==> src/design/i2cmbe_pkg.sv <==
// package for the i2c master bit engine
// command codes and field widths; no dependencies
`timescale 1ns / 1ps

package i2cmbe_pkg;

   localparam int KIND_W  = 3;
   localparam int BYTE_W  = 8;
   localparam int PHASE_W = 2;
   localparam int BIT_W   = 3;

   localparam logic [KIND_W-1:0] KIND_START    = 3'd0;
   localparam logic [KIND_W-1:0] KIND_STOP     = 3'd1;
   localparam logic [KIND_W-1:0] KIND_WRITE    = 3'd2;
   localparam logic [KIND_W-1:0] KIND_READ     = 3'd3;
   localparam logic [KIND_W-1:0] KIND_SEND_ACK = 3'd4;
   localparam logic [KIND_W-1:0] KIND_RECV_ACK = 3'd5;

   localparam logic [PHASE_W-1:0] PH_0 = 2'd0;
   localparam logic [PHASE_W-1:0] PH_1 = 2'd1;
   localparam logic [PHASE_W-1:0] PH_2 = 2'd2;
   localparam logic [PHASE_W-1:0] PH_3 = 2'd3;

   localparam logic [BIT_W-1:0] BIT_LAST = 3'd7;

   typedef logic [BYTE_W-1:0] byte_type;

endpackage

==> src/design/i2c_master_bit_engine.sv <==
// i2c master bit engine top level: one command in, one pin write out per cycle while rsp_ is not stalled
// depends on i2cmbe_pkg
`timescale 1ns / 1ps
//
//  channel  dir  handshake              payload
//  req_     in   req_valid / req_ready  kind, tx_byte, ack_level, line_levels
//  rsp_     out  rsp_valid / rsp_ready  scl, sda, read_value, last
//
//  a request is taken while idle, then one pin write per cycle while the output
//  register drains: start 4, stop 3, write 24, read 17, acks 3 pin writes; an
//  unknown command is dropped in its accept cycle
//  synchronous reset puts both lines high and the engine idle
//  a stalled rsp_ holds the engine; the next request is taken once the last
//  pin write of a command is in the output register

module i2c_master_bit_engine
   import i2cmbe_pkg::*;
(
   input  logic              clock,
   input  logic              reset,
   input  logic              req_valid,
   output logic              req_ready,
   input  logic [KIND_W-1:0] req_kind,
   input  logic [BYTE_W-1:0] req_tx_byte,
   input  logic              req_ack_level,
   input  logic [BYTE_W-1:0] req_line_levels,
   output logic              rsp_valid,
   input  logic              rsp_ready,
   output logic              rsp_scl,
   output logic              rsp_sda,
   output logic [BYTE_W-1:0] rsp_read_value,
   output logic              rsp_last
);

   logic               busy_ff, busy_in;
   logic [KIND_W-1:0]  kind_ff, kind_in;
   logic [PHASE_W-1:0] phase_ff, phase_in;
   logic [BIT_W-1:0]   bit_ff, bit_in;
   byte_type           tx_ff, tx_in;
   byte_type           lines_ff, lines_in;
   byte_type           val_ff, val_in;
   logic               scl_ff, scl_in;
   logic               sda_ff, sda_in;
   logic               rsp_valid_ff, rsp_valid_in;
   logic               rsp_last_ff, rsp_last_in;
   byte_type           rsp_value_ff, rsp_value_in;

   logic req_fire, adv, last_now, sample, known_kind;
   byte_type val_next;

   assign known_kind = (req_kind == KIND_START) || (req_kind == KIND_STOP) ||
                       (req_kind == KIND_WRITE) || (req_kind == KIND_READ) ||
                       (req_kind == KIND_SEND_ACK) || (req_kind == KIND_RECV_ACK);
   assign req_ready = !busy_ff;
   assign req_fire  = req_valid && req_ready;
   assign adv       = busy_ff && (!rsp_valid_ff || rsp_ready);
   assign val_next  = {val_ff[BYTE_W-2:0], lines_ff[BYTE_W-1]};

   always_comb begin
      busy_in      = busy_ff;
      kind_in      = kind_ff;
      phase_in     = phase_ff;
      bit_in       = bit_ff;
      tx_in        = tx_ff;
      lines_in     = lines_ff;
      val_in       = val_ff;
      scl_in       = scl_ff;
      sda_in       = sda_ff;
      last_now     = 1'b0;
      sample       = 1'b0;
      rsp_valid_in = rsp_valid_ff && !rsp_ready;
      rsp_last_in  = rsp_last_ff;
      rsp_value_in = rsp_value_ff;

      if (adv) begin
         phase_in = phase_ff + 2'd1;
         unique case (kind_ff)
            KIND_START: begin
               unique case (phase_ff)
                  PH_0: sda_in = 1'b1;
                  PH_1: scl_in = 1'b1;
                  PH_2: sda_in = 1'b0;
                  PH_3: begin
                     scl_in   = 1'b0;
                     last_now = 1'b1;
                  end
                  default: ;
               endcase
            end
            KIND_STOP: begin
               unique case (phase_ff)
                  PH_0: sda_in = 1'b0;
                  PH_1: scl_in = 1'b1;
                  default: begin
                     sda_in   = 1'b1;
                     last_now = 1'b1;
                  end
               endcase
            end
            default: begin
               // write, read and both acks share the three-phase bit slot; read skips phase 0 after its first bit
               unique case (phase_ff)
                  PH_0: begin
                     if ((kind_ff == KIND_WRITE) || (kind_ff == KIND_SEND_ACK)) begin
                        sda_in = tx_ff[BYTE_W-1];
                     end else begin
                        sda_in = 1'b1;
                     end
                  end
                  PH_1: begin
                     scl_in = 1'b1;
                     sample = 1'b1;
                  end
                  default: begin
                     scl_in = 1'b0;
                     bit_in = bit_ff + 3'd1;
                     tx_in  = {tx_ff[BYTE_W-2:0], 1'b0};
                     if (kind_ff == KIND_READ) begin
                        phase_in = PH_1;
                     end else begin
                        phase_in = PH_0;
                     end
                     last_now = (kind_ff == KIND_SEND_ACK) ||
                                (kind_ff == KIND_RECV_ACK) || (bit_ff == BIT_LAST);
                  end
               endcase
            end
         endcase

         if (sample) begin
            val_in   = val_next;
            lines_in = {lines_ff[BYTE_W-2:0], 1'b0};
         end

         rsp_valid_in = 1'b1;
         rsp_last_in  = last_now;
         rsp_value_in = '0;
         if (last_now) begin
            busy_in = 1'b0;
            if (kind_ff == KIND_READ) begin
               rsp_value_in = val_ff;
            end else if (kind_ff == KIND_RECV_ACK) begin
               rsp_value_in = {{(BYTE_W-1){1'b0}}, val_ff[0]};
            end
         end
      end

      if (req_fire) begin
         busy_in  = known_kind;
         kind_in  = req_kind;
         phase_in = PH_0;
         bit_in   = '0;
         lines_in = req_line_levels;
         val_in   = '0;
         if (req_kind == KIND_SEND_ACK) begin
            tx_in = {req_ack_level, {(BYTE_W-1){1'b0}}};
         end else begin
            tx_in = req_tx_byte;
         end
      end
   end

   always_ff @(posedge clock) begin
      if (reset) begin
         busy_ff      <= 1'b0;
         phase_ff     <= PH_0;
         bit_ff       <= '0;
         scl_ff       <= 1'b1;
         sda_ff       <= 1'b1;
         rsp_valid_ff <= 1'b0;
      end else begin
         busy_ff      <= busy_in;
         phase_ff     <= phase_in;
         bit_ff       <= bit_in;
         scl_ff       <= scl_in;
         sda_ff       <= sda_in;
         rsp_valid_ff <= rsp_valid_in;
      end
   end

   always_ff @(posedge clock) begin
      kind_ff      <= kind_in;
      tx_ff        <= tx_in;
      lines_ff     <= lines_in;
      val_ff       <= val_in;
      rsp_last_ff  <= rsp_last_in;
      rsp_value_ff <= rsp_value_in;
   end

   assign rsp_valid      = rsp_valid_ff;
   assign rsp_scl        = scl_ff;
   assign rsp_sda        = sda_ff;
   assign rsp_read_value = rsp_value_ff;
   assign rsp_last       = rsp_last_ff;

`ifndef SYNTHESIS
   a_busy_known_kind: assert property (@(posedge clock) disable iff (reset)
      busy_ff |-> (kind_ff == KIND_START) || (kind_ff == KIND_STOP) ||
                  (kind_ff == KIND_WRITE) || (kind_ff == KIND_READ) ||
                  (kind_ff == KIND_SEND_ACK) || (kind_ff == KIND_RECV_ACK))
      else $error("engine busy on an unknown command");

   a_last_ends_cmd: assert property (@(posedge clock) disable iff (reset)
      (adv && last_now) |=> !busy_ff && rsp_valid_ff && rsp_last_ff)
      else $error("final pin write did not end the command");

   a_value_only_last: assert property (@(posedge clock) disable iff (reset)
      (rsp_valid_ff && !rsp_last_ff) |-> (rsp_value_ff == '0))
      else $error("read value on an intermediate pin write");

   a_no_emit_idle: assert property (@(posedge clock) disable iff (reset)
      (!busy_ff && !req_fire) |=> !(rsp_valid_ff && !$past(rsp_valid_ff)))
      else $error("pin write emitted while idle");
`endif

endmodule

==> config.mk <==
export PLATFORM = sky130hd
export DESIGN_NAME = i2c_master_bit_engine
export DESIGN_NICKNAME = d
export VERILOG_FILES = /design/src/design/i2cmbe_pkg.sv /design/src/design/i2c_master_bit_engine.sv
export SDC_FILE = /design/constraint.sdc
export NUM_CORES = 1
export LEC_CHECK = 0
export BUFFER_PORTS_ARGS = -buffer_cell sky130_fd_sc_hd__buf_2
export CORE_ASPECT_RATIO = 0.75
export CORE_MARGIN = 2
export CORE_UTILIZATION = 58
export DETAILED_ROUTE_END_ITERATION = 8
export MAX_ROUTING_LAYER = met4
export PLACE_DENSITY_LB_ADDON = 0.12
export SYNTH_ARGS = -nofsm -noshare
export SYNTH_HDL_FRONTEND = slang
export SYNTH_SLANG_ARGS = --single-unit
==> constraint.sdc <==
create_clock -name clock -period 2.5 [get_ports clock]
set_input_delay 0.375 -clock clock [delete_from_list [all_inputs] [get_ports clock]]
set_output_delay 0.375 -clock clock [all_outputs]
set_load 0.02 [all_outputs]
# Word-level counts from Yosys, hierarchy flattened
# Index checks and enable logic that the tools add are counted.
[word_totals]
out_inout_bits = 13
ff_bits = 45
elab_cells = 103
inputBits = 24
[classes]
n_addsub = 2
n_reduce_logical = 32
eq_ne = 21
muxes = 34
bitwise_logic = 2
[ops]
columns = ["cell", "n"]
rows = [
  ["$mux W8", 9],
  ["$mux W1", 16],
  ["$eq A3 B3 Y1 const B", 5],
  ["$pmux W1 S2", 7],
  ["$eq A3 B2 Y1 const B", 4],
  ["$logic_or A1 B1 Y1", 9],
  ["$reduce_and A4 Y1", 2],
  ["$eq A3 B1 Y1 const B", 2],
  ["$logic_not A3 Y1", 2],
  ["$ne A3 B2 Y1 const B", 2],
  ["$reduce_and A2 Y1", 3],
  ["$reduce_and A3 Y1", 2],
  ["$reduce_bool A2 Y1", 3],
  ["$reduce_or A2 Y1", 3],
  ["$eq A2 B2 Y1 const B", 2],
  ["$mux W2", 2],
  ["$ne A2 B1 Y1 const B", 2],
  ["$ne A2 B2 Y1 const B", 2],
  ["$add A3 B1 Y3 const B", 1],
  ["$logic_and A1 B1 Y1", 3],
  ["$logic_not A1 Y1", 3],
  ["$ne A3 B1 Y1 const B", 1],
  ["$reduce_bool A3 Y1", 1],
  ["$add A2 B1 Y2 const B", 1],
  ["3 further kinds", 4],
]

# Logic depth before layout (Yosys ltp)
# Gate-level depths: netlist of run 1.
[depth]
ltp_word = 9
mapped_depth = 6
mapped_depth_nobuf = 6

# Worst setup path before layout of run 1
# Ideal clock, no wire load.
[synth_path]
path_kind = "flip-flop to flip-flop"
from = "register phase_ff[1]"
to = "register tx_ff[0], enable pin"
path_slack_ns = 0.769
setup_ns = 0.329
arrival_ns = 1.401
t_required_ns = 2.171
synth_period_minus_slack_ns = 1.731
path_buffers = 0
stages_incl_launch_ff = 6
cell_sequence = "dfxtp_1 -> inv_1 -> ha_1 -> nor2_1 -> nand4_1 -> nand2_1"
[synth_via]
elab_chain_cells = 4
word_cells_on_any_way = 5
classes_between = "2 x eq/ne; 3 x reduce/logical"
[synth_lines]
columns = ["element", "line", "text"]
rows = [
  ["from (decl)", "i2c_master_bit_engine.sv:37", "logic [PHASE_W-1:0] phase_ff, phase_in;"],
  ["from (signal assigned)", "i2c_master_bit_engine.sv:173", "phase_ff <= phase_in;"],
  ["$eq A2 B1 Y1 or $logic_not A2 Y1 (tied branches)", "i2c_master_bit_engine.sv:102", "unique case (phase_ff)"],
  ["$reduce_or A2 Y1 (no line) (*)", "--", ""],
  ["$ne A2 B1 Y1 (no line) (*)", "--", ""],
  ["$reduce_and A3 Y1 (no line) (*)", "--", ""],
  ["to (signal assigned)", "i2c_master_bit_engine.sv:183", "tx_ff <= tx_in;"],
  ["to (decl)", "i2c_master_bit_engine.sv:39", "byte_type tx_ff, tx_in;"],
]
# Every way passes the cells marked *; elsewhere a longest branch is shown, timed or not.
# A chain may end at the register's enable or synchronous reset.

# Worst setup path in the final report of run 1
[layout_path]
from = "register phase_ff[1]"
to = "register lines_ff[6], enable pin"
[layout_via]
elab_chain_cells = 6
[layout_lines]
columns = ["element", "line", "text"]
rows = [
  ["$eq A2 B1 Y1", "i2c_master_bit_engine.sv:102", ""],
  ["$mux W1", "i2c_master_bit_engine.sv:102", ""],
  ["$mux W1", "i2c_master_bit_engine.sv:77", "unique case (kind_ff)"],
  ["$mux W1", "i2c_master_bit_engine.sv:75", "if (adv) begin"],
  ["$reduce_bool A2 Y1 (no line)", "--", ""],
  ["$reduce_and A2 Y1 (no line)", "--", ""],
  ["to (signal assigned)", "i2c_master_bit_engine.sv:184", "lines_ff <= lines_in;"],
  ["to (decl)", "i2c_master_bit_engine.sv:40", "byte_type lines_ff, lines_in;"],
]
# No other way between the ends. The select of a mux whose other input is x is not followed.

==> results by stage, run 1 <==
STA:
- The number of failing hold endpoints at the final stage is 0.
- The clock skew after layout is 0.00489 ns.
- Of the available clock period, the critical path in the final layout requires 85.4%.
- Setup violations remaining at the end of the flow were counted as 0.
- The worst setup slack after layout is 0.365 ns.
- The headroom to the max-slew limit is 55.5%.
- The count of final max-slew check failures is 0.
- The smallest hold slack is 0.294 ns.
- After routing, the total negative slack on setup checks comes to 0 ns.
- The worst path needs 2.14 ns of the cycle, external delays included.
- The transition at the pin with the smallest max-transition slack is 0.666 ns.
- The fmax is 468 MHz.
- Setup repair after global routing left no endpoint under its margin.

Power and ir drop:
- Summed over all cells, the static leakage comes to 1.02 nW.
- The power per cell area is 645 mW/mm2.
- IR analysis of the VDD net gives a maximum drop of 0.476 mV.

Critical path:
- The classification of the worst setup path is register to register.
- The largest fanout on the critical path is 9.
- The required time of the critical path is 2.45 ns.
- STA classifies the critical path startpoint as a register.
- STA classifies the critical path endpoint as a register.
- The signal arrival time at the worst endpoint is 2.09 ns.

Place:
- Timing analysis after detailed placement gives a worst setup slack of 0.401 ns.
- The final estimated routing congestion in global placement is 0.918.
- The half-perimeter wire length after placement is 2.70 mm.
- The count of placed standard cells including taps is 250.
- The count of input and output buffers is 36.

Route:
- The first routing iteration left 70 violations.
- Using the TritonRoute via totals, the vias-per-cell ratio works out to 5.56.
- The wire length per cell is 14.0 um.
- The detailed router placed 1434 vias in this run.
- The first detailed-routing pass took 4 iterations.
- After detailed routing, the number of remaining DRC violations is 0.
- The number of antenna-violating nets in the routed design is 0.
- The final wirelength is 3.61 mm.

Global routing:
- The pin count of the biggest net entering global routing is 24.
- The global-route wire length before repair is 5.73 mm.
- The number of global-route vias before repair is 1258.
- The residual overflow from global routing is 0.
- Across every metal layer, demand over resource in global routing totals 20.3%.
- The number of antenna violations at the first check in global routing came to 0.

Die:
- The vertical die dimension is 54.9 um.
- The die boundary width is 71.9 um.
- The region available for standard cell placement spans 0.00331 mm2.
- The placement row count is 18.
- The top-level port count is 37.
- The die covers 0.00395 mm2.
- Once the floorplan was initialized, standard cells occupied 60.6% of the core.

Synth:
- The synthesized design contains 28 enable-type register cells.
- sky130_fd_sc_hd__nand2_1 is the most common cell in the netlist.
- After synthesis the netlist holds a flip-flop and latch count of 45.
- When the netlist entered floorplanning its net count stood at 210.
- The sequential area share after synthesis is 58.9%.
- The area fraction of the dominant cell type after synthesis is 41.9%.
- Sorting the synthesized cells by area gives the leading types as sky130_fd_sc_hd__edfxtp_1 (42%), sky130_fd_sc_hd__dfxtp_1 (17%), sky130_fd_sc_hd__mux2i_1 (5.5%).
- Of all cell types, the one taking the most synthesized area is sky130_fd_sc_hd__edfxtp_1.
- The per-instance average area after synthesis is 11.1 um2.
- The number of warning messages in the yosys log is 0.
- Sorting the synthesized cells by how often they occur yields sky130_fd_sc_hd__nand2_1 (29), sky130_fd_sc_hd__edfxtp_1 (28), sky130_fd_sc_hd__nor2_1 (19), sky130_fd_sc_hd__dfxtp_1 (17), sky130_fd_sc_hd__mux2i_1 (11).
- The synthesized netlist occupies a cell area of 0.00201 mm2.
- Of all flip-flops after synthesis, the portion carrying an async set or reset was 0%.
- The most common flop cell mapped by yosys is sky130_fd_sc_hd__edfxtp_1.
- The number of distinct library cells after synthesis is 39.
- The gate count after technology mapping is 180.

CTS:
- The number of gates resized after CTS was 0.
- After clock tree synthesis, the clock-pin slew on the worst setup and hold paths is 0.08 ns.
- The tree built by TritonCTS fans out to 45 sinks.
- The number of hold buffers added after cts is 0.
- The H-tree level count is 2.
- The number of buffers created by CTS is 5.
- The tree is rooted in a sky130_fd_sc_hd__clkbuf_8.
- The clock tree from TritonCTS is yes.
- No sink is reached through more buffers than the 2 on the longest clock path.
- The clock insertion delay at the later pin of the skew report is 0.29 ns.
- The buffers inserted during post-CTS setup optimization is 0.

Layout:
- The fraction of layout instances using a drive strength above 1 is 22.5%.
- Compared with the post-synthesis result, the final layout area differs by 13.6%.
- After filler insertion, the fill cell instance count of the layout stands at 252.
- The count of inserted antenna diode cells is 0.
- The number of standard cells in the final layout excluding fillers is 258.
- In the final design database the tool counted 247 nets.

Job:
- The tool flagged a number of max-cap violations equal to 0.

Outcome:
- The flow ran to the end, and the final reports show no timing, DRC or antenna violations.

Worst hold path:
- The class of the tightest hold or removal check is input pin to register.
[kinds of logic (layout without fill, tap and decap cells)]
family | Yosys count | count (layout) | synth area share (%)
AO/OA/AOI/OAI | 30 | 30 | 11.0
XOR/XNOR | 1 | 1 | 0.436
adder cells (fa/ha/maj) | 6 | 6 | 3.74
AND/OR/NAND/NOR | 74 | 74 | 17.1
multiplexers | 11 | 11 | 5.49
buffers and inverters | 13 | 51 | 3.30
flip-flops | 45 | 45 | 58.9
[cell usage in the layout, fill, tap and decap left out, types with 2 or more instances in the layout]
master and instances:
sky130_fd_sc_hd__a21oi_1 7, sky130_fd_sc_hd__a22o_1 6, sky130_fd_sc_hd__and2_1 9, sky130_fd_sc_hd__buf_2 36, sky130_fd_sc_hd__clkbuf_8 5, sky130_fd_sc_hd__clkinv_2 2, sky130_fd_sc_hd__dfxtp_1 17, sky130_fd_sc_hd__edfxtp_1 28
sky130_fd_sc_hd__ha_1 6, sky130_fd_sc_hd__inv_1 6, sky130_fd_sc_hd__mux2i_1 11, sky130_fd_sc_hd__nand2_1 29, sky130_fd_sc_hd__nand2b_1 5, sky130_fd_sc_hd__nand3_1 2, sky130_fd_sc_hd__nand4_1 2, sky130_fd_sc_hd__nor2_1 19
sky130_fd_sc_hd__nor2b_1 2, sky130_fd_sc_hd__o21ai_0 4, sky130_fd_sc_hd__or2_1 2
[per-stage QoR]
step                power [mW]  util (%)  cell area [um2]
finish                    1.47      68.9             2280
global route              1.54      68.9             2280
CTS                       1.48      68.9             2280
detailed placement        1.06      66.4             2200
global placement          1.05      66.4             2200
floorplan                 1.00         -             2010
[registers in the layout, indices dropped and copies added (netlist names)]
| name | flops |
|---|---|
| rsp_read_value | 8 |
| bit_ff | 3 |
| rsp_scl | 1 |
| rsp_last | 1 |
| val_ff | 8 |
| kind_ff | 3 |
| phase_ff | 2 |
| rsp_valid | 1 |
| rsp_sda | 1 |
| busy_ff | 1 |
| lines_ff | 8 |
| tx_ff | 8 |
[path summary, 6_finish.rpt]
path                     from     endpoint  slack [ns]  cells after the start
setup / recovery  phase_ff[1]  lines_ff[6]        0.36                      4
hold / removal    req_kind[0]   kind_ff[0]        0.29                      1
setup reg to reg  phase_ff[1]  lines_ff[6]        0.36                      4
hold reg to reg       rsp_scl      rsp_scl        0.46                      1
[report_power, final]
group | leakage (nW) | switching [mW] | internal (mW)
Sequential | 0.413 | 0.0251 | 0.844
Combinational | 0.564 | 0.111 | 0.0670
Clock | 0.0450 | 0.229 | 0.194
[critical path, cell delays in order, from the launching register on]
cell	delay, ns
sky130_fd_sc_hd__dfxtp_1	0.37
sky130_fd_sc_hd__inv_1	0.10
sky130_fd_sc_hd__ha_1	0.28
sky130_fd_sc_hd__nand4_1	0.53
sky130_fd_sc_hd__nand2_1	0.51
[final cells by class]
type	count	area, um2	area share (%)
Clock buffer	6	72.6	3.18
Clock inverter	2	10.0	0.439
Inverter	7	26.3	1.15
Multi-Input combinational cell	122	759	33.3
Sequential cell	45	1180	51.8
Tap cell	40	50.0	2.20
Timing Repair Buffer	36	180	7.90
[metal layers]
| metal | GRT usage, % | up-vias | routed length [um] |
|---|---|---|---|
| met5 | - | - | 0 |
| met4 | 8.18 | 0 | 36 |
| met3 | 5.62 | 8 | 257 |
| met2 | 32.4 | 59 | 1640 |
| met1 | 25.1 | 661 | 1680 |
| li1 | - | 706 | - |
Power figures use the tool's default switching activity.
==> inputs of run 2 (changes only) <==
==> constraint.sdc (replaced) <==
create_clock -name clock -period 2.5 [get_ports clock]
set_input_delay 0.25 -clock clock [delete_from_list [all_inputs] [get_ports clock]]
set_output_delay 0.25 -clock clock [all_outputs]
set_load 0.02 [all_outputs]
==> run 2 against run 1 <==
  * Die area unchanged
  * Hold slack worse by 0.15 ns
  * Sequential power is essentially flat
  * Wire length shrank 5.9%
  * Clock power barely moved
  * Critical endpoint unchanged
  * Largest cell class unchanged
==> results by stage, run 2 (same netlist as run 1, synthesis figures left out) <==
Outcome:
- Status: finished, final reports clean (unchanged).

Global routing:
- The global-route usage over all layers is 18.7% (was 20.3%).
- The met3 capacity usage during global routing was 4.89% (was 5.62%).
- The number of global-route vias before repair was 1155 (was 1258).
- The pin count of the biggest net entering global routing is 24 (unchanged).
- The global-route track usage on met1 is 24.1% (was 25.1%).
- The layer with the highest usage was met2 (unchanged).
- The residual overflow from global routing is 0 (unchanged).
- The global-route wire length before repair is 5.24 mm (was 5.73 mm).
- The met2 layer usage reported by global route came to 28.4% (was 32.4%).
- The number of antenna violations at the first check in global routing is 0 (unchanged).

Critical path:
- The kind of capture point of the worst setup path is a register (unchanged).
- The launch point of the worst reg-to-reg path is phase_ff[1] (unchanged).
- The signal arrival time at the worst endpoint is 2.08 ns (was 2.09 ns).
- The reg-to-reg setup timing slack is 0.38 ns (was 0.36 ns).
- The largest fanout on the critical path is 9 (unchanged).
- The classification of the worst setup path is register to register (unchanged).
- The required time of the critical path came to 2.46 ns (was 2.45 ns).
- The category of the worst setup path launch point is a register (unchanged).
- The worst setup path startpoint was phase_ff[1] (unchanged).

Power and ir drop:
- The total leakage power came to 1.02 nW (unchanged).
- The switching power summed over all nets came to 0.364 mW (was 0.365 mW).
- The power per cell area is 644 mW/mm2 (was 645 mW/mm2).
- The portion of total power attributed to the clock network is 29.0% (was 28.7%).
- The internal power contribution is 1.10 mW (was 1.11 mW).
- The maximum vdd drop is 0.493 mV (was 0.476 mV).
- The part of the total power dissipated in sequential elements is 59.1% (about the same).
- The post-layout total power is 1.47 mW (about the same).
- The share of total power in combinational logic is 12.0% (was 12.1%).
- The switching power share of the total is 24.8% (about the same).

Route:
- The final wirelength is 3.40 mm (was 3.61 mm).
- The via count is 1366 (was 1434).
- The number of iterations in the first detailed-routing pass came to 4 (unchanged).
- The starting DRC count in detailed routing was 72 (was 70).
- The number of antenna-violating nets in the routed design is 0 (unchanged).
- The wire length per cell is 13.2 um (was 14.0 um).
- The average vias per placed instance was 5.29 (was 5.56).
- The detailed-route DRC error count is 0 (unchanged).

Worst hold path:
- The launch instance of the worst min-delay path is req_kind[0] (unchanged).
- The class of the tightest hold or removal check was input pin to register (unchanged).

Place:
- The half-perimeter wire length after placement is 2.52 mm (was 2.70 mm).
- The count of input and output buffers was 36 (unchanged).
- The final estimated routing congestion in global placement is 1.01 (was 0.918).
- The worst-case setup slack after placement is 0.394 ns (was 0.401 ns).

Die:
- The top-level port count is 37 (unchanged).
- The placeable core area is 0.00331 mm2 (unchanged).
- The die boundary width came to 71.9 um (unchanged).
- The placement row count was 18 (unchanged).
- The initial core utilization is 60.6% (unchanged).
- The vertical die dimension is 54.9 um (unchanged).
- The die area is 0.00395 mm2 (unchanged).

STA:
- The number of failing hold endpoints at the final stage was 0 (unchanged).
- The time the final worst path needs with I/O delays and setup was 2.12 ns (was 2.14 ns).
- The number of endpoints failing setup at the final stage is 0 (unchanged).
- The transition at the pin with the smallest max-transition slack is 0.652 ns (was 0.666 ns).
- The headroom to the max-slew limit is 56.5% (was 55.5%).
- The sum of negative setup slack is 0 ns (unchanged).
- The count of final max-slew check failures is 0 (unchanged).
- The clock skew after layout is 0.00347 ns (was 0.00489 ns).
- The fmax came to 472 MHz (was 468 MHz).
- The worst setup slack after layout came to 0.380 ns (was 0.365 ns).
- The part of the cycle the worst path needs was 84.8% (was 85.4%).
- Unrepaired setup endpoints after global routing: no (unchanged).

Layout:
- Commonest non-fill, non-tap cells in the layout: sky130_fd_sc_hd__buf_2 (36), sky130_fd_sc_hd__nand2_1 (29), sky130_fd_sc_hd__edfxtp_1 (28) (unchanged).
- The layout overhead on the synthesized area was 13.6% (unchanged).
- The final net count is 247 (unchanged).
- The fraction of layout instances using a drive strength above 1 is 22.5% (unchanged).
- The count of inserted antenna diode cells is 0 (unchanged).
- The number of filler cells placed in the layout is 267 (was 252).
- The most common cell after layout, fill and taps aside is sky130_fd_sc_hd__buf_2 (unchanged).

CTS:
- The sink count of the clock tree is 45 (unchanged).
- The clock-pin slew reported for the worst setup and hold paths after clock tree synthesis is 0.08 ns (about the same).
- The number of hold buffers added after cts is 0 (unchanged).
- The quantity of gates resized following cts came to 0 (unchanged).
- The H-tree level count came to 2 (unchanged).
- The buffers inserted during post-CTS setup optimization is 0 (unchanged).
- The clock tree from TritonCTS is yes (unchanged).
- The root buffer cell is sky130_fd_sc_hd__clkbuf_8 (unchanged).
- The number of buffers created by CTS is 5 (unchanged).
- The buffer depth of the longest clock path is 2 (unchanged).
- The clock insertion delay at the later pin of the skew report is 0.29 ns (about the same).

Job:
- The max-capacitance violation count is 0 (unchanged).
[run 2: power groups by stage]
stage / sequential, mW / combinational, mW / clock (mW)
global route: 0.873 / 0.196 / 0.458
finish: 0.868 / 0.176 / 0.425
CTS: 0.868 / 0.177 / 0.433
detailed placement: 0.884 / 0.177 / 0
global placement: 0.882 / 0.170 / 0
floorplan: 0.891 / 0.113 / 0
[run 2: area by class of cell]
| type | count | area, um2 | area share, % |
|---|---|---|---|
| clock buffer | 6 | 72.6 | 3.18 |
| timing repair buffer | 36 | 180 | 7.90 |
| multi-input combinational | 122 | 759 | 33.3 |
| tap | 40 | 50.0 | 2.20 |
| sequential | 45 | 1180 | 51.8 |
| inverter | 7 | 26.3 | 1.15 |
| clock inverter | 2 | 10.0 | 0.439 |
[run 2: final timing paths]
check | to | cells past startpoint
hold reg to reg | rsp_scl | 1
setup / recovery | lines_ff[6] | 4
hold / removal | kind_ff[0] | 1
setup reg to reg | lines_ff[6] | 4
[run 2: worst max-delay path, stage by stage, from the launching register on]
cell and delay [ns]:
sky130_fd_sc_hd__dfxtp_1 0.37, sky130_fd_sc_hd__inv_1 0.10, sky130_fd_sc_hd__ha_1 0.29, sky130_fd_sc_hd__nand4_1 0.52, sky130_fd_sc_hd__nand2_1 0.51
[run 2: metrics by stage]
step,cells,utilization [%],area [um2],hold WS [ns]
after floorplan,180,-,2010,0.318
after global placement,250,66.4,2200,0.437
after detailed placement,250,66.4,2200,0.448
after CTS,258,68.9,2280,0.137
after global routing,258,68.9,2280,0.140
final,258,68.9,2280,0.148
[run 2: metal layers]
metal  vias to the layer above  share of wire (%)
met2                        39                 43
met3                         7                4.9
met5                         -                  0
li1                        703                  -
met1                       617                 50
met4                         0                1.7
==> inputs of run 3 (changes only) <==
- ABC_AREA: unset -> 1
- CORE_UTILIZATION: 58 -> 54
- clock period: 2.5 -> 2.2 ns (I/O delays scaled with it)
==> run 3 against run 2 <==
  * Largest power group unchanged
  * Highest routed layer unchanged
  * Largest cell class unchanged
  * Sequential cell count did not move
  * First-iteration DRC count grew 32%
  * Worst setup slack better by 0.033 ns
  * Sequential power is 14% higher
  * Non-clock buffer count rose by 4
  * Power rose by 23%
  * Combinational power is 25% higher
==> results by stage, run 3 <==
Layout:
- The most common cell after layout, fill and taps aside is sky130_fd_sc_hd__nand2_1 (was sky130_fd_sc_hd__buf_2).
- The layout overhead on the synthesized area came to 17.5% (was 13.6%).
- The final non-filler cell area is 0.00240 mm2 (was 0.00228 mm2).
- The count of inserted antenna diode cells came to 0 (unchanged).
- Commonest non-fill, non-tap cells in the layout: sky130_fd_sc_hd__nand2_1 (59), sky130_fd_sc_hd__buf_2 (36), sky130_fd_sc_hd__edfxtp_1 (28) (was sky130_fd_sc_hd__buf_2 (36), sky130_fd_sc_hd__nand2_1 (29), sky130_fd_sc_hd__edfxtp_1 (28)).
- The final net count is 293 (was 247).
- The fraction of layout instances using a drive strength above 1 came to 24.2% (was 22.5%).

Synth:
- The share of async-settable or async-resettable flops after synthesis came to 0% (unchanged).
- The dominant combinational cell family by area after synthesis is simple AND/OR/NAND/NOR gates (unchanged).
- The area fraction of the dominant cell type after synthesis was 41.2% (was 41.9%).
- The number of distinct library cells after synthesis is 24 (was 39).
- The simple-gate share of the synthesized area is 22.3% (was 17.1%).
- The share of the synthesized area in compound gates (AO/OA/AOI/OAI) came to 9.38% (was 11.0%).
- The per-instance average area after synthesis is 9.28 um2 (was 11.1 um2).
- The count of flip-flops with a built-in enable after synthesis is 28 (unchanged).
- Most area-consuming cells after synthesis: sky130_fd_sc_hd__edfxtp_1 (41%), sky130_fd_sc_hd__dfxtp_1 (17%), sky130_fd_sc_hd__nand2_1 (11%) (was sky130_fd_sc_hd__edfxtp_1 (42%), sky130_fd_sc_hd__dfxtp_1 (17%), sky130_fd_sc_hd__mux2i_1 (5.5%)).
- The post-synthesis cell type with the largest combined area is sky130_fd_sc_hd__edfxtp_1 (unchanged).
- The xor and xnor area share after synthesis is 0% (was 0.436%).
- The number of warning messages in the yosys log is 0 (unchanged).
- The most common flop cell mapped by yosys is sky130_fd_sc_hd__edfxtp_1 (unchanged).
- The sequential area share after synthesis is 57.9% (was 58.9%).
- Most frequent cells after synthesis: sky130_fd_sc_hd__nand2_1 (59), sky130_fd_sc_hd__edfxtp_1 (28), sky130_fd_sc_hd__inv_1 (26), sky130_fd_sc_hd__nor2_1 (20), sky130_fd_sc_hd__dfxtp_1 (17) (was sky130_fd_sc_hd__nand2_1 (29), sky130_fd_sc_hd__edfxtp_1 (28), sky130_fd_sc_hd__nor2_1 (19), sky130_fd_sc_hd__dfxtp_1 (17), sky130_fd_sc_hd__mux2i_1 (11)).
- The most frequent cell after synthesis is sky130_fd_sc_hd__nand2_1 (unchanged).
- The adder and majority gate portion of the synthesized area is 3.68% (was 3.74%).
- The post-synth net total was 250 (was 210).
- The register bit count reported by yosys is 45 (unchanged).
- The gate count after technology mapping came to 220 (was 180).
- The post-synthesis instance area is 0.00204 mm2 (was 0.00201 mm2).
- The portion of netlist area occupied by mux cells is 0% (was 5.49%).

Die:
- The placement row count is 19 (was 18).
- The initial core utilization is 56.1% (was 60.6%).
- The die area is 0.00429 mm2 (was 0.00395 mm2).
- The placeable core area was 0.00364 mm2 (was 0.00331 mm2).
- The top-level port count is 37 (unchanged).
- The vertical die dimension was 57.2 um (was 54.9 um).
- The die boundary width is 75.0 um (was 71.9 um).

Critical path:
- The largest fanout on the critical path is 8 (was 9).
- The category of the worst setup path launch point is a register (unchanged).
- The kind of capture point of the worst setup path is a register (unchanged).
- The required time of the critical path is 2.16 ns (was 2.46 ns).
- The signal arrival time at the worst endpoint is 1.75 ns (was 2.08 ns).
- The classification of the worst setup path is register to register (unchanged).

Global routing:
- The global-route usage over all layers is 19.1% (was 18.7%).
- The residual overflow from global routing is 0 (unchanged).
- The global-route wire length before repair is 6.02 mm (was 5.24 mm).
- The pin count of the biggest net entering global routing is 20 (was 24).
- The number of antenna violations at the first check in global routing is 0 (unchanged).
- The number of global-route vias before repair is 1319 (was 1155).

Route:
- The number of antenna-violating nets in the routed design is 0 (unchanged).
- The number of iterations in the first detailed-routing pass is 4 (unchanged).
- The wire length per cell came to 11.0 um (was 13.2 um).
- The starting DRC count in detailed routing is 95 (was 72).
- The detailed-route DRC error count is 0 (unchanged).
- The average vias per placed instance was 4.72 (was 5.29).
- The final wirelength is 3.48 mm (was 3.40 mm).
- The via count came to 1490 (was 1366).

CTS:
- The clock-pin slew reported for the worst setup and hold paths after clock tree synthesis is 0.09 ns (was 0.08 ns).
- The sink count of the clock tree was 45 (unchanged).
- The root buffer cell is sky130_fd_sc_hd__clkbuf_8 (unchanged).
- The number of buffers created by CTS came to 5 (unchanged).
- The clock insertion delay at the later pin of the skew report is 0.29 ns (about the same).
- The buffer depth of the longest clock path is 2 (unchanged).
- The clock tree from TritonCTS is yes (unchanged).
- The H-tree level count is 2 (unchanged).
- The number of hold buffers added after cts came to 0 (unchanged).
- The buffers inserted during post-CTS setup optimization is 0 (unchanged).
- The quantity of gates resized following cts is 0 (unchanged).

Power and ir drop:
- The switching power share of the total is 23.9% (was 24.8%).
- The total leakage power is 1.08 nW (was 1.02 nW).
- The internal power contribution was 1.38 mW (was 1.10 mW).
- The part of the total power dissipated in sequential elements is 54.6% (was 59.1%).
- The portion of total power attributed to the clock network is 33.3% (was 29.0%).
- The maximum vdd drop is 0.523 mV (was 0.493 mV).
- The share of total power in combinational logic is 12.1% (was 12.0%).
- The power per cell area came to 756 mW/mm2 (was 644 mW/mm2).
- The switching power summed over all nets is 0.434 mW (was 0.364 mW).

Place:
- The half-perimeter wire length after placement came to 2.59 mm (was 2.52 mm).
- The count of input and output buffers is 36 (unchanged).
- The final estimated routing congestion in global placement is 0.825 (was 1.01).
- The standard cell area after detailed placement is 0.00229 mm2 (was 0.00220 mm2).

Worst hold path:
- The class of the tightest hold or removal check is input pin to register (unchanged).

STA:
- The transition at the pin with the smallest max-transition slack came to 0.340 ns (was 0.652 ns).
- The part of the cycle the worst path needs is 81.2% (was 84.8%).
- Unrepaired setup endpoints after global routing: no (unchanged).
- The clock skew after layout is 0.0109 ns (was 0.00347 ns).
- The time the final worst path needs with I/O delays and setup came to 1.79 ns (was 2.12 ns).
- The headroom to the max-slew limit is 77.3% (was 56.5%).
- The number of failing hold endpoints at the final stage is 0 (unchanged).
- The sum of negative setup slack is 0 ns (unchanged).
- The fmax is 560 MHz (was 472 MHz).
- The number of endpoints failing setup at the final stage came to 0 (unchanged).
- The count of final max-slew check failures was 0 (unchanged).

Job:
- The max-capacitance violation count was 0 (unchanged).

Outcome:
- Status: finished, final reports clean (unchanged).
run 3: metrics by stage:
step | total power [mW] | hold slack, ns | cells | setup WS, ns | utilization (%)
6_report | 1.81 | 0.123 | 316 | 0.413 | 65.9
5_1_grt | 1.90 | 0.122 | 316 | 0.242 | 65.9
4_1_cts | 1.82 | 0.119 | 316 | 0.408 | 65.9
3_5_place_dp | 1.23 | 0.416 | 308 | 0.427 | 63.0
3_3_place_gp | 1.22 | 0.418 | 308 | 0.469 | 63.0
2_1_floorplan | 1.15 | 0.289 | 220 | 0.622 | -
run 3: logic make-up (layout without fill, tap and decap cells):
kind of cell,Yosys count,count (layout)
adders and majority gates,6,6
AOI/OAI and AO/OA,33,33
DFF,45,45
and+or+nand+nor,103,103
buffers and inverters,33,77
run 3: critical path: stages (launching register included):
cell                      delay [ns]
sky130_fd_sc_hd__dfxtp_1        0.41
sky130_fd_sc_hd__inv_1          0.10
sky130_fd_sc_hd__ha_1           0.24
sky130_fd_sc_hd__inv_2          0.08
sky130_fd_sc_hd__nand2_1        0.05
sky130_fd_sc_hd__nor2_1         0.18
sky130_fd_sc_hd__nand2_2        0.12
sky130_fd_sc_hd__nand2_1        0.27
run 3: layout make-up:
cell class	instances	area, um2
Multi-Input combinational cell	142	722
Clock buffer	6	72.6
Tap cell	52	65.1
Timing Repair Buffer	40	210
Clock inverter	2	35.0
Sequential cell	45	1180
Fill cell	290	1240
Inverter	29	111
run 3: power by group through the flow:
| stage | registers [mW] | clock network, mW | logic [mW] |
|---|---|---|---|
| after floorplan | 1.02 | 0 | 0.135 |
| after global placement | 1.01 | 0 | 0.219 |
| after detailed placement | 1.01 | 0 | 0.221 |
| after CTS | 0.990 | 0.612 | 0.222 |
| after global routing | 0.996 | 0.656 | 0.251 |
| final | 0.989 | 0.603 | 0.220 |
run 3: worst paths after layout:
kind,startpoint,to,slack [ns],cells past startpoint
min,req_kind[0],kind_ff[0],0.12,1
max reg2reg,phase_ff[1],tx_ff[4],0.41,7
max,phase_ff[1],tx_ff[4],0.41,7
min reg2reg,val_ff[1],val_ff[2],0.47,2
run 3: routing by layer:
metal  wire length, um  global-route usage, %  vias up
met4                19                   3.83        0
met2              1430                   26.2       40
li1                  -                      -      801
met1              1860                   28.5      647
met5                 0                      -        -
met3               172                   5.30        2
